[config.mk]
export PLATFORM = sky130hd
export DESIGN_NAME = process_slot_table_round_robin_core
export DESIGN_NICKNAME = d
export VERILOG_FILES = /design/src/pstrr_pkg.sv /design/src/pstrr_pick.sv /design/src/process_slot_table_round_robin_core.sv
export VERILOG_INCLUDE_DIRS = /design/src /design/src/src
export SDC_FILE = /design/constraint.sdc
export NUM_CORES = 1
export LEC_CHECK = 0
export ABC_AREA = 0
export BUFFER_PORTS_ARGS = -buffer_cell sky130_fd_sc_hd__buf_2
export CAP_MARGIN = 20
export CORE_MARGIN = 4
export CORE_UTILIZATION = 45
export CTS_BUF_LIST = sky130_fd_sc_hd__clkbuf_8
export CTS_CLUSTER_DIAMETER = 150
export DETAILED_ROUTE_END_ITERATION = 8
export PLACE_DENSITY = 0.73
export RECOVER_POWER = 100
export SYNTH_ARGS = -nofsm -noshare
export SYNTH_HDL_FRONTEND = slang
export SYNTH_SLANG_ARGS = --single-unit
[constraint.sdc]
create_clock -name clk -period 3 [get_ports clk]
set_input_delay 0 -clock clk [delete_from_list [all_inputs] [get_ports clk]]
set_output_delay 0 -clock clk [all_outputs]
set_load 0.02 [all_outputs]
[src/process_slot_table_round_robin_core_macros.svh]
// Assertion macros shared by the slot table RTL.
`ifndef PROCESS_SLOT_TABLE_ROUND_ROBIN_CORE_MACROS_SVH
`define PROCESS_SLOT_TABLE_ROUND_ROBIN_CORE_MACROS_SVH
`ifndef SYNTHESIS
// Same-cycle implication under clk, off during reset.
`define PSTRR_ASSERT_NOW(label, ante, cons) \
  label: assert property (@(posedge clk) disable iff (!rst_n) (ante) |-> (cons)) \
    else $error("slot table check failed");
// Next-cycle implication under clk, off during reset.
`define PSTRR_ASSERT_NEXT(label, ante, cons) \
  label: assert property (@(posedge clk) disable iff (!rst_n) (ante) |=> (cons)) \
    else $error("slot table check failed");
`else
`define PSTRR_ASSERT_NOW(label, ante, cons)
`define PSTRR_ASSERT_NEXT(label, ante, cons)
`endif
`endif

[src/pstrr_pkg.sv]
// Types and constants of the task slot table.
package pstrr_pkg;

  localparam int unsigned SLOT_W    = 5;
  localparam int unsigned TASK_ID_W = 32;

  typedef enum logic [1:0] {
    OP_ALLOC     = 2'd0,
    OP_FREE      = 2'd1,
    OP_SET_READY = 2'd2,
    OP_SCHEDULE  = 2'd3
  } op_t;

  typedef enum logic {
    STATUS_OK   = 1'b0,
    STATUS_FAIL = 1'b1
  } status_t;

  typedef struct packed {
    op_t               op;
    logic [SLOT_W-1:0] slot;
  } in_t;

  typedef struct packed {
    status_t              status;
    logic [SLOT_W-1:0]    granted_slot;
    logic [TASK_ID_W-1:0] task_id;
  } out_t;

endpackage

[src/pstrr_pick.sv]
// First-free and rotating-ready encoders over the slot table.
module pstrr_pick #(
  parameter int unsigned SLOT_COUNT = 32,
  parameter int unsigned PW         = 5
) (
  input  logic [SLOT_COUNT-1:0] busy,
  input  logic [SLOT_COUNT-1:0] ready,
  input  logic [PW-1:0]         ptr,
  output logic                  alloc_found,
  output logic [PW-1:0]         alloc_idx,
  output logic                  sched_found,
  output logic [PW-1:0]         sched_idx
);

  logic          hi_found;
  logic [PW-1:0] hi_idx;
  logic          lo_found;
  logic [PW-1:0] lo_idx;

  // lowest unused slot, slot 0 included
  always_comb begin
    alloc_found = 1'b0;
    alloc_idx   = '0;
    for (int i = SLOT_COUNT - 1; i >= 0; i--) begin
      if (!busy[i]) begin
        alloc_found = 1'b1;
        alloc_idx   = PW'(i);
      end
    end
  end

  // lowest ready slot above the pointer, else lowest ready slot from 1 up
  always_comb begin
    hi_found = 1'b0;
    hi_idx   = '0;
    lo_found = 1'b0;
    lo_idx   = '0;
    for (int i = SLOT_COUNT - 1; i >= 1; i--) begin
      if (ready[i]) begin
        lo_found = 1'b1;
        lo_idx   = PW'(i);
        if (PW'(i) > ptr) begin
          hi_found = 1'b1;
          hi_idx   = PW'(i);
        end
      end
    end
    sched_found = hi_found | lo_found;
    sched_idx   = hi_found ? hi_idx : lo_idx;
  end

endmodule

[src/process_slot_table_round_robin_core.sv]
// Task slot table: first-free allocation and round-robin scheduling.
//
//   port group  dir  carries
//   in_*        in   request: op, slot
//   out_*       out  result: status, granted_slot, task_id
//
// A request waits in the input register and is resolved into the result
// register; while the result is not stalled, one request a cycle goes through.
// The table state updates on the edge that loads the result, so each request
// sees everything before it. A stalled result holds the input register, and
// in_stall rises only when both registers are full. Synchronous reset empties
// the table, zeroes the id counter and the rotation pointer.
module process_slot_table_round_robin_core #(
  parameter int unsigned SLOT_COUNT = 32
) (
  input  logic            clk,
  input  logic            rst_n,
  input  logic            in_valid,
  output logic            in_stall,
  input  pstrr_pkg::in_t  in_data,
  output logic            out_valid,
  input  logic            out_stall,
  output pstrr_pkg::out_t out_data
);

`include "process_slot_table_round_robin_core_macros.svh"

  localparam int unsigned PW = $clog2(SLOT_COUNT);
  localparam int unsigned IW = (PW > pstrr_pkg::SLOT_W) ? PW : pstrr_pkg::SLOT_W;

  logic                              req_valid_r, req_valid_nxt;
  pstrr_pkg::in_t                    req_r;
  logic [SLOT_COUNT-1:0]             busy_r, busy_nxt;
  logic [SLOT_COUNT-1:0]             ready_r, ready_nxt;
  logic [pstrr_pkg::TASK_ID_W-1:0]   id_r, id_nxt;
  logic [PW-1:0]                     ptr_r, ptr_nxt;
  logic                              out_valid_r, out_valid_nxt;
  pstrr_pkg::out_t                   out_r, out_nxt;

  logic                              in_take;
  logic                              advance;
  logic                              slot_ok;
  logic [IW-1:0]                     slot_wide;
  logic [PW-1:0]                     slot_idx;
  logic [IW-1:0]                     grant_wide;
  logic [PW-1:0]                     grant_idx;

  logic                              alloc_found;
  logic [PW-1:0]                     alloc_idx;
  logic                              sched_found;
  logic [PW-1:0]                     sched_idx;

  pstrr_pick #(
    .SLOT_COUNT (SLOT_COUNT),
    .PW         (PW)
  ) u_pick (
    .busy        (busy_r),
    .ready       (ready_r),
    .ptr         (ptr_r),
    .alloc_found (alloc_found),
    .alloc_idx   (alloc_idx),
    .sched_found (sched_found),
    .sched_idx   (sched_idx)
  );

  // handshake: resolve when the result register is free or being emptied
  assign advance  = req_valid_r && (!out_valid_r || !out_stall);
  assign in_stall = req_valid_r && !advance;
  assign in_take  = in_valid && !in_stall;

  assign out_valid = out_valid_r;
  assign out_data  = out_r;

  always_comb begin
    priority if (in_take) begin
      req_valid_nxt = 1'b1;
    end else if (advance) begin
      req_valid_nxt = 1'b0;
    end else begin
      req_valid_nxt = req_valid_r;
    end
  end

  always_comb begin
    if (advance) begin
      out_valid_nxt = 1'b1;
    end else if (!out_stall) begin
      out_valid_nxt = 1'b0;
    end else begin
      out_valid_nxt = out_valid_r;
    end
  end

  assign slot_wide = IW'(req_r.slot);
  assign slot_idx  = slot_wide[PW-1:0];
  assign slot_ok   = {{(32 - pstrr_pkg::SLOT_W){1'b0}}, req_r.slot} < 32'(SLOT_COUNT);

  assign grant_idx  = (req_r.op == pstrr_pkg::OP_ALLOC) ? alloc_idx : sched_idx;
  assign grant_wide = IW'(grant_idx);

  // resolve the request held in the input register
  always_comb begin
    busy_nxt             = busy_r;
    ready_nxt            = ready_r;
    id_nxt               = id_r;
    ptr_nxt              = ptr_r;
    out_nxt              = out_r;
    if (advance) begin
      out_nxt.status       = pstrr_pkg::STATUS_OK;
      out_nxt.granted_slot = '0;
      out_nxt.task_id      = '0;
      unique case (req_r.op)
        pstrr_pkg::OP_ALLOC: begin
          if (alloc_found) begin
            busy_nxt[alloc_idx]  = 1'b1;
            ready_nxt[alloc_idx] = 1'b0;
            id_nxt               = id_r + 32'd1;
            out_nxt.granted_slot = grant_wide[pstrr_pkg::SLOT_W-1:0];
            out_nxt.task_id      = id_r;
          end else begin
            out_nxt.status = pstrr_pkg::STATUS_FAIL;
          end
        end
        pstrr_pkg::OP_FREE: begin
          if (slot_ok && busy_r[slot_idx]) begin
            busy_nxt[slot_idx]  = 1'b0;
            ready_nxt[slot_idx] = 1'b0;
          end else begin
            out_nxt.status = pstrr_pkg::STATUS_FAIL;
          end
        end
        pstrr_pkg::OP_SET_READY: begin
          // an unused slot becomes ready as well
          if (slot_ok) begin
            busy_nxt[slot_idx]  = 1'b1;
            ready_nxt[slot_idx] = 1'b1;
          end
        end
        pstrr_pkg::OP_SCHEDULE: begin
          // no ready slot: grant the idle task and keep the pointer
          if (sched_found) begin
            ptr_nxt              = sched_idx;
            out_nxt.granted_slot = grant_wide[pstrr_pkg::SLOT_W-1:0];
          end
        end
        default: begin
          out_nxt.status = pstrr_pkg::STATUS_FAIL;
        end
      endcase
    end
  end

  always_ff @(posedge clk) begin
    if (!rst_n) begin
      req_valid_r <= 1'b0;
      out_valid_r <= 1'b0;
      busy_r      <= '0;
      ready_r     <= '0;
      id_r        <= '0;
      ptr_r       <= '0;
    end else begin
      req_valid_r <= req_valid_nxt;
      out_valid_r <= out_valid_nxt;
      busy_r      <= busy_nxt;
      ready_r     <= ready_nxt;
      id_r        <= id_nxt;
      ptr_r       <= ptr_nxt;
    end
  end

  always_ff @(posedge clk) begin
    if (in_take) begin
      req_r <= in_data;
    end
    out_r <= out_nxt;
  end

  `PSTRR_ASSERT_NOW(a_ready_needs_busy, 1'b1, (ready_r & ~busy_r) == '0)
  `PSTRR_ASSERT_NEXT(a_alloc_bumps_id, advance && (req_r.op == pstrr_pkg::OP_ALLOC) && alloc_found, id_r == $past(id_r) + 32'd1)
  `PSTRR_ASSERT_NOW(a_grant_is_ready, advance && (req_r.op == pstrr_pkg::OP_SCHEDULE) && sched_found, ready_r[sched_idx] && (sched_idx != '0))

endmodule
Word-level counts from Yosys, hierarchy flattened
Cells that the tools add are included.
Word-level totals
  memories: 0
  bits of input ports: 11
  bits in latches: 0
  bits in writable memories: 0
  ROM bits: 0
  register bits after elaboration: 148
Cells by class
  shifts and indexed selects: 0
  add/subtract/negate cells: 1
  div/mod/pow operators: 0
  reductions and logical operators: 17
  equal/unequal tests: 6
  mux-type cells: 274
  magnitude comparators: 35
  $mul: 0
  bitwise operators: 9
Operator list (count)
  $mux 5: 128
  $pmux 32 s3: 2
  $mux 1: 134
  $mux 32: 4
  $and 32x32->32: 3
  $or 32x32->32: 3
  $gt 5x5->1 const A: 16
  $not 32->32: 2
  $gt 4x5->1 const A: 8
  $mux 37: 1
  $add 32x1->32 const B: 1
  $gt 3x5->1 const A: 4
  $lt 5x6->1 const B: 2
  $demux 1 s5: 2
  $ge 5x1->1 const B: 2
  $gt 2x5->1 const A: 2
  $pmux 5 s2: 1
  $reduce_and 3->1: 2
  $bmux 1 s5: 1
  $gt 1x5->1 const A: 1
  $logic_and 1x1->1: 5
  $eq 2x2->1 const B: 2
  $logic_not 1->1: 4
  $ne 2x2->1 const B: 2
  other kinds (10): 10

Longest topological paths before layout
  word-level depth: 67
  mapped depth: 11
  depth with buffers taken out: 9

Hierarchy
A second synthesis with hierarchy kept.
Second synthesis, totals
  cells, all modules: 1063
  area total of the unflattened synthesis: 9108.7 um^2
Modules (own cells, without submodules)
  process_slot_table_round_robin_core: sequential area each 3413.3 um^2, cells an instance 770, area each 7348.3 um^2, times used 1
  pstrr_pick: sequential area each 0.0 um^2, cells an instance 293, area each 1760.4 um^2, times used 1

Worst setup path after synthesis
Ideal clock, no wire load.
  path kind: register to register
  start: register out_valid_r (netlist: out_valid)
  end: register id_r[31] in the netlist's numbering
  path buffers: 1
  stages on the path, launching flop included: 11
  arrival time: 2.902 ns
  library setup time: 0.115 ns
  path slack: -0.017 ns
  path through: dfxtp_1 > nand2_1 > nand2_1 > inv_1 > nand2_1 > a2111oi_4 > and4_1 > clkbuf_1 > nand4_1 > xnor2_1 > and2_1
On the way
  cells in the longest elaborated chain, start to end: 4
Ends and longest elaborated chain
  from (decl): RTL line process_slot_table_round_robin_core.sv:37  | logic out_valid_r, out_valid_nxt;
  from (signal assigned): RTL line process_slot_table_round_robin_core.sv:163  | out_valid_r <= out_valid_nxt;
  $logic_not 1->1: RTL line process_slot_table_round_robin_core.sv:67  | assign advance = req_valid_r && (!out_valid_r || !out_stall);
  $logic_or 1x1->1: RTL line process_slot_table_round_robin_core.sv:67
  $logic_and 1x1->1: RTL line process_slot_table_round_robin_core.sv:67
  net advance: RTL line process_slot_table_round_robin_core.sv:41  | logic advance;
  $reduce_and 3->1 (no line)
  to (signal assigned): RTL line process_slot_table_round_robin_core.sv:166  | id_r <= id_nxt;
  to (decl): RTL line process_slot_table_round_robin_core.sv:35  | logic [pstrr_pkg::TASK_ID_W-1:0] id_r, id_nxt;
The timed path passes the listed nets, and every way through them passes these cells.
A chain may end at the register's enable or synchronous reset.

Final worst setup path
  start: register req_r, in the netlist slot_idx[1]
  end: register ready_r[28]
On the way
  cells in the longest elaborated chain, start to end: 8
Ends and longest elaborated chain
  from (decl): RTL line process_slot_table_round_robin_core.sv:32  | pstrr_pkg::in_t req_r;
  from (signal assigned): RTL line process_slot_table_round_robin_core.sv:173  | req_r <= in_data;
  $lt 5x6->1 (not written as such) / $ge 5x1->1 (equally long branches): RTL line process_slot_table_round_robin_core.sv:127, process_slot_table_round_robin_core.sv:136
  $logic_and 1x1->1 (not written as such): RTL line process_slot_table_round_robin_core.sv:127, process_slot_table_round_robin_core.sv:136
  $mux 1 (not written as such): RTL line process_slot_table_round_robin_core.sv:127, process_slot_table_round_robin_core.sv:136
  $demux 1 s5: RTL line process_slot_table_round_robin_core.sv:127, process_slot_table_round_robin_core.sv:136
  $not 32->32 (no line)
  $and 32x32->32 (no line)
  $mux 32: RTL line process_slot_table_round_robin_core.sv:125  | if (slot_ok && busy_r[slot_idx]) begin
  $pmux 32 s3: RTL line process_slot_table_round_robin_core.sv:112  | unique case (req_r.op)
  to (signal assigned): RTL line process_slot_table_round_robin_core.sv:165  | ready_r <= ready_nxt;
  to (decl): RTL line process_slot_table_round_robin_core.sv:34  | logic [SLOT_COUNT-1:0] ready_r, ready_nxt;
Several ways; a longest one is shown, not always the timed one. The select of a mux whose other input is x is not followed.

==> results.json <==
{
  "hold_viol_final": 0,
  "layout_min_cycle_time_ns": 2.849,
  "die_area_sq_um": 21690,
  "cts_tree": "yes",
  "crit_path_end_kind": "flip-flop",
  "cts_sinks": 147,
  "ys_types": 86,
  "seq_area_frac_synth_pct": 38.88,
  "numCtsBuffers": 17,
  "cpMaxStageDelayCell": "edfxtp_1",
  "routed_wl_mm": 29.89,
  "async_reset_ff_share_pct": 0,
  "root_buffer": "clkbuf_8",
  "cp_max_fo": 8,
  "grt_start_max_net_pins": 35,
  "whs_ns": 0.2431,
  "synth_top_area_cell": "dfxtp_1",
  "ys.flop_type": "dfxtp_1",
  "areaGrowthSynthToFinish_pct": 15.88,
  "hpwl_mm": 21.99,
  "tightest_slew_ns": 1.515,
  "via_per_inst": 6.403,
  "io_pins": 51,
  "pre_cts_ws_ns": 0.2165,
  "startpoint_type": "flip-flop",
  "clk_latency_ns": 0.47,
  "max-slew-margin-rel_pct": -0.9965,
  "wire_per_inst_um": 21.42,
  "drtIter0Drc": 1025,
  "hold_path_class": "primary input to flip-flop",
  "fp.dieH_um": 147.3,
  "grt_usage_pct": 27.21,
  "cp.required_ns": 3.36,
  "placed_cells": 1344,
  "syn-instance-count": 1019,
  "clock_skew_ns": 0.02212,
  "fp.dieW_um": 147.3,
  "start_util_pct": 46.19,
  "fin_ws_ns": 0.1505,
  "syn-cell-area_sq_um": 8727,
  "drive_above_1_share_pct": 13.48,
  "violations": "max-capacitance violations, max-slew violations",
  "ys_top_cells_by_count": "dfxtp_1, nand2_1, a21oi_1, nor2_1, o21ai_0",
  "critPathTopFamily": "compound AO/OA/AOI/OAI gates",
  "diodes": 0,
  "fin_nets": 1138,
  "finalWeightedCongestion": 1.009,
  "yosysTopAreaCellShare_pct": 23.40,
  "vdd_drop_max_v": 0.0004146,
  "crit_path_max_incr_delay_ns": 0.58,
  "yosysWarnings": 0,
  "post-synth-top-count-cell": "dfxtp_1",
  "firstDrtPassIters": 6,
  "drv_slew": 32,
  "setup_viol": 0,
  "cap_violations": 1,
  "ant_nets": 0,
  "cts.htree.levels": 4,
  "final_util_pct": 53.53,
  "clock_path_buffers": 2,
  "powerDensity_nw_per_um2": 401.4,
  "clk_pin_slew_ns": 0.09,
  "max_freq_ghz": 0.3509,
  "grt_pass1_wl_mm": 46.96,
  "setup_tns_ns": 0,
  "first_global_vias": 8371,
  "synth_nets": 1035,
  "syn_avg_cell_area_sq_um": 8.564,
  "power.leakage_nw": 3.458,
  "grt_setup_unrepaired": "false",
  "coreArea_sq_um": 18890,
  "synth.area.top_cells": "dfxtp_1, edfxtp_1, a21oi_1, nand2_1, and2_1",
  "rows": 50,
  "critical_path_class": "flip-flop to flip-flop",
  "fin_cells": 1395,
  "cp_cell_sequence": "mux4_2, mux2_2, a22o_1, o21a_2, o2111ai_2, clkbuf_1, o21ai_0, a211oi_1",
  "dr_total_vias": 8932,
  "synth_seq_cells": 147,
  "port_buffers": 50,
  "crit_buf_inv": 1,
  "critPathArrivalTime_ns": 3.21,
  "synth_edf_count": 45,
  "finalCritPeriodShare_pct": 94.98,
  "status": "finished, violations left",
  "antenna_found_initial": 0,
  "grt.overflow.total": 0,
  "drc": 0
}
==> cells in the final DEF (no fill, tap or decap), types with 15 or more instances in the layout <==
| cell type | netlist | routed |
|---|---|---|
| nand4_1 | 18 | 18 |
| nand3_1 | 35 | 35 |
| a21oi_1 | 74 | 74 |
| nor3_1 | 28 | 28 |
| clkbuf_1 | 44 | 51 |
| and2_1 | 47 | 25 |
| dfxtp_1 | 102 | 102 |
| clkbuf_8 | 0 | 17 |
| xor2_1 | 17 | 17 |
| o221ai_1 | 18 | 18 |
| nand2_1 | 90 | 90 |
| inv_1 | 27 | 26 |
| and3_1 | 19 | 19 |
| o211ai_1 | 22 | 22 |
| and4_1 | 15 | 15 |
| buf_4 | 1 | 73 |
| edfxtp_1 | 45 | 45 |
| nor2_1 | 74 | 74 |
| and2_0 | 1 | 23 |
| o21ai_0 | 56 | 57 |
| a211oi_1 | 17 | 21 |
==> what timing repair did <==
item	CTS	global route
hold buffers	11	0
setup buffers	0	7
endpoints found under the hold margin	12	0
setup endpoints to repair	0	1
gates resized for setup	0	1
==> flip-flops by register name, summed over array words and instances, names as in the netlist <==
register     count
busy_r          32
req_valid_r      1
req_r            2
slot_idx         5
out_data        38
ready_r         31
out_valid        1
ptr_r            5
id_r            32
==> stage by stage <==
| step | power [W] | cell area (sq um) |
|---|---|---|
| 3_3_place_gp | 0.002500 | 9671 |
| 4_1_cts | 0.004071 | 10180 |
| 6_report | 0.004060 | 10110 |
| 2_1_floorplan | 0.002360 | 8731 |
| 3_5_place_dp | 0.002499 | 9671 |
| 5_1_grt | 0.004197 | 10110 |
==> power by group <==
group	total, W	internal [W]	switching, W
combinational	0.000369	0.000117	0.000252
clock	0.00159	0.000692	0.000895
sequential	0.00210	0.00208	0.0000247
total	0.00406	0.00289	0.00117
==> final cells by class <==
cell class                 count  area, sq um
sequential                   147         3393
clock inverter                15        161.4
tap                          260        325.3
multi-input combinational    779         4943
inverter                      28        106.4
timing repair buffer         149        949.7
clock buffer                  17        234.0
fill                        1813         8780
==> per-layer routing <==
layer  track usage, %  vias up  share of wire [%]
met4            10.86        0                3.9
met2            42.12      549                 44
met5                0        -                  0
met1            36.31     4194                 41
met3            7.279      102                 11
li1                 -     4087                  -
==> worst register-to-register path, delay by kind of cell, from the launching register on <==
kind                   cells  cell delay (ns)
flip-flops                 1             0.58
multiplexers               2             0.84
AO/OA/AOI/OAI              5             1.10
buffers and inverters      1             0.23
==> path summary, 6_finish.rpt <==
path,from,endpoint,slack (ns),cells past startpoint
min reg2reg,req_valid_r,out_valid,0.50,2
min,in_data[2],slot_idx[2],0.24,2
max reg2reg,slot_idx[1],ready_r[28],0.15,8
max,slot_idx[1],ready_r[28],0.15,8
==> logic make-up (layout without fill, tap and decap cells) <==
family	after synthesis	after routing	synth area share, %
flops	147	147	38.88
xor+xnor	29	29	2.910
compound gates	327	327	26.27
simple gates	407	407	24.72
buf+inv	93	209	4.315
fa+ha+maj	5	5	0.7168
mux	11	11	2.194
Power figures use the tool's default switching activity.
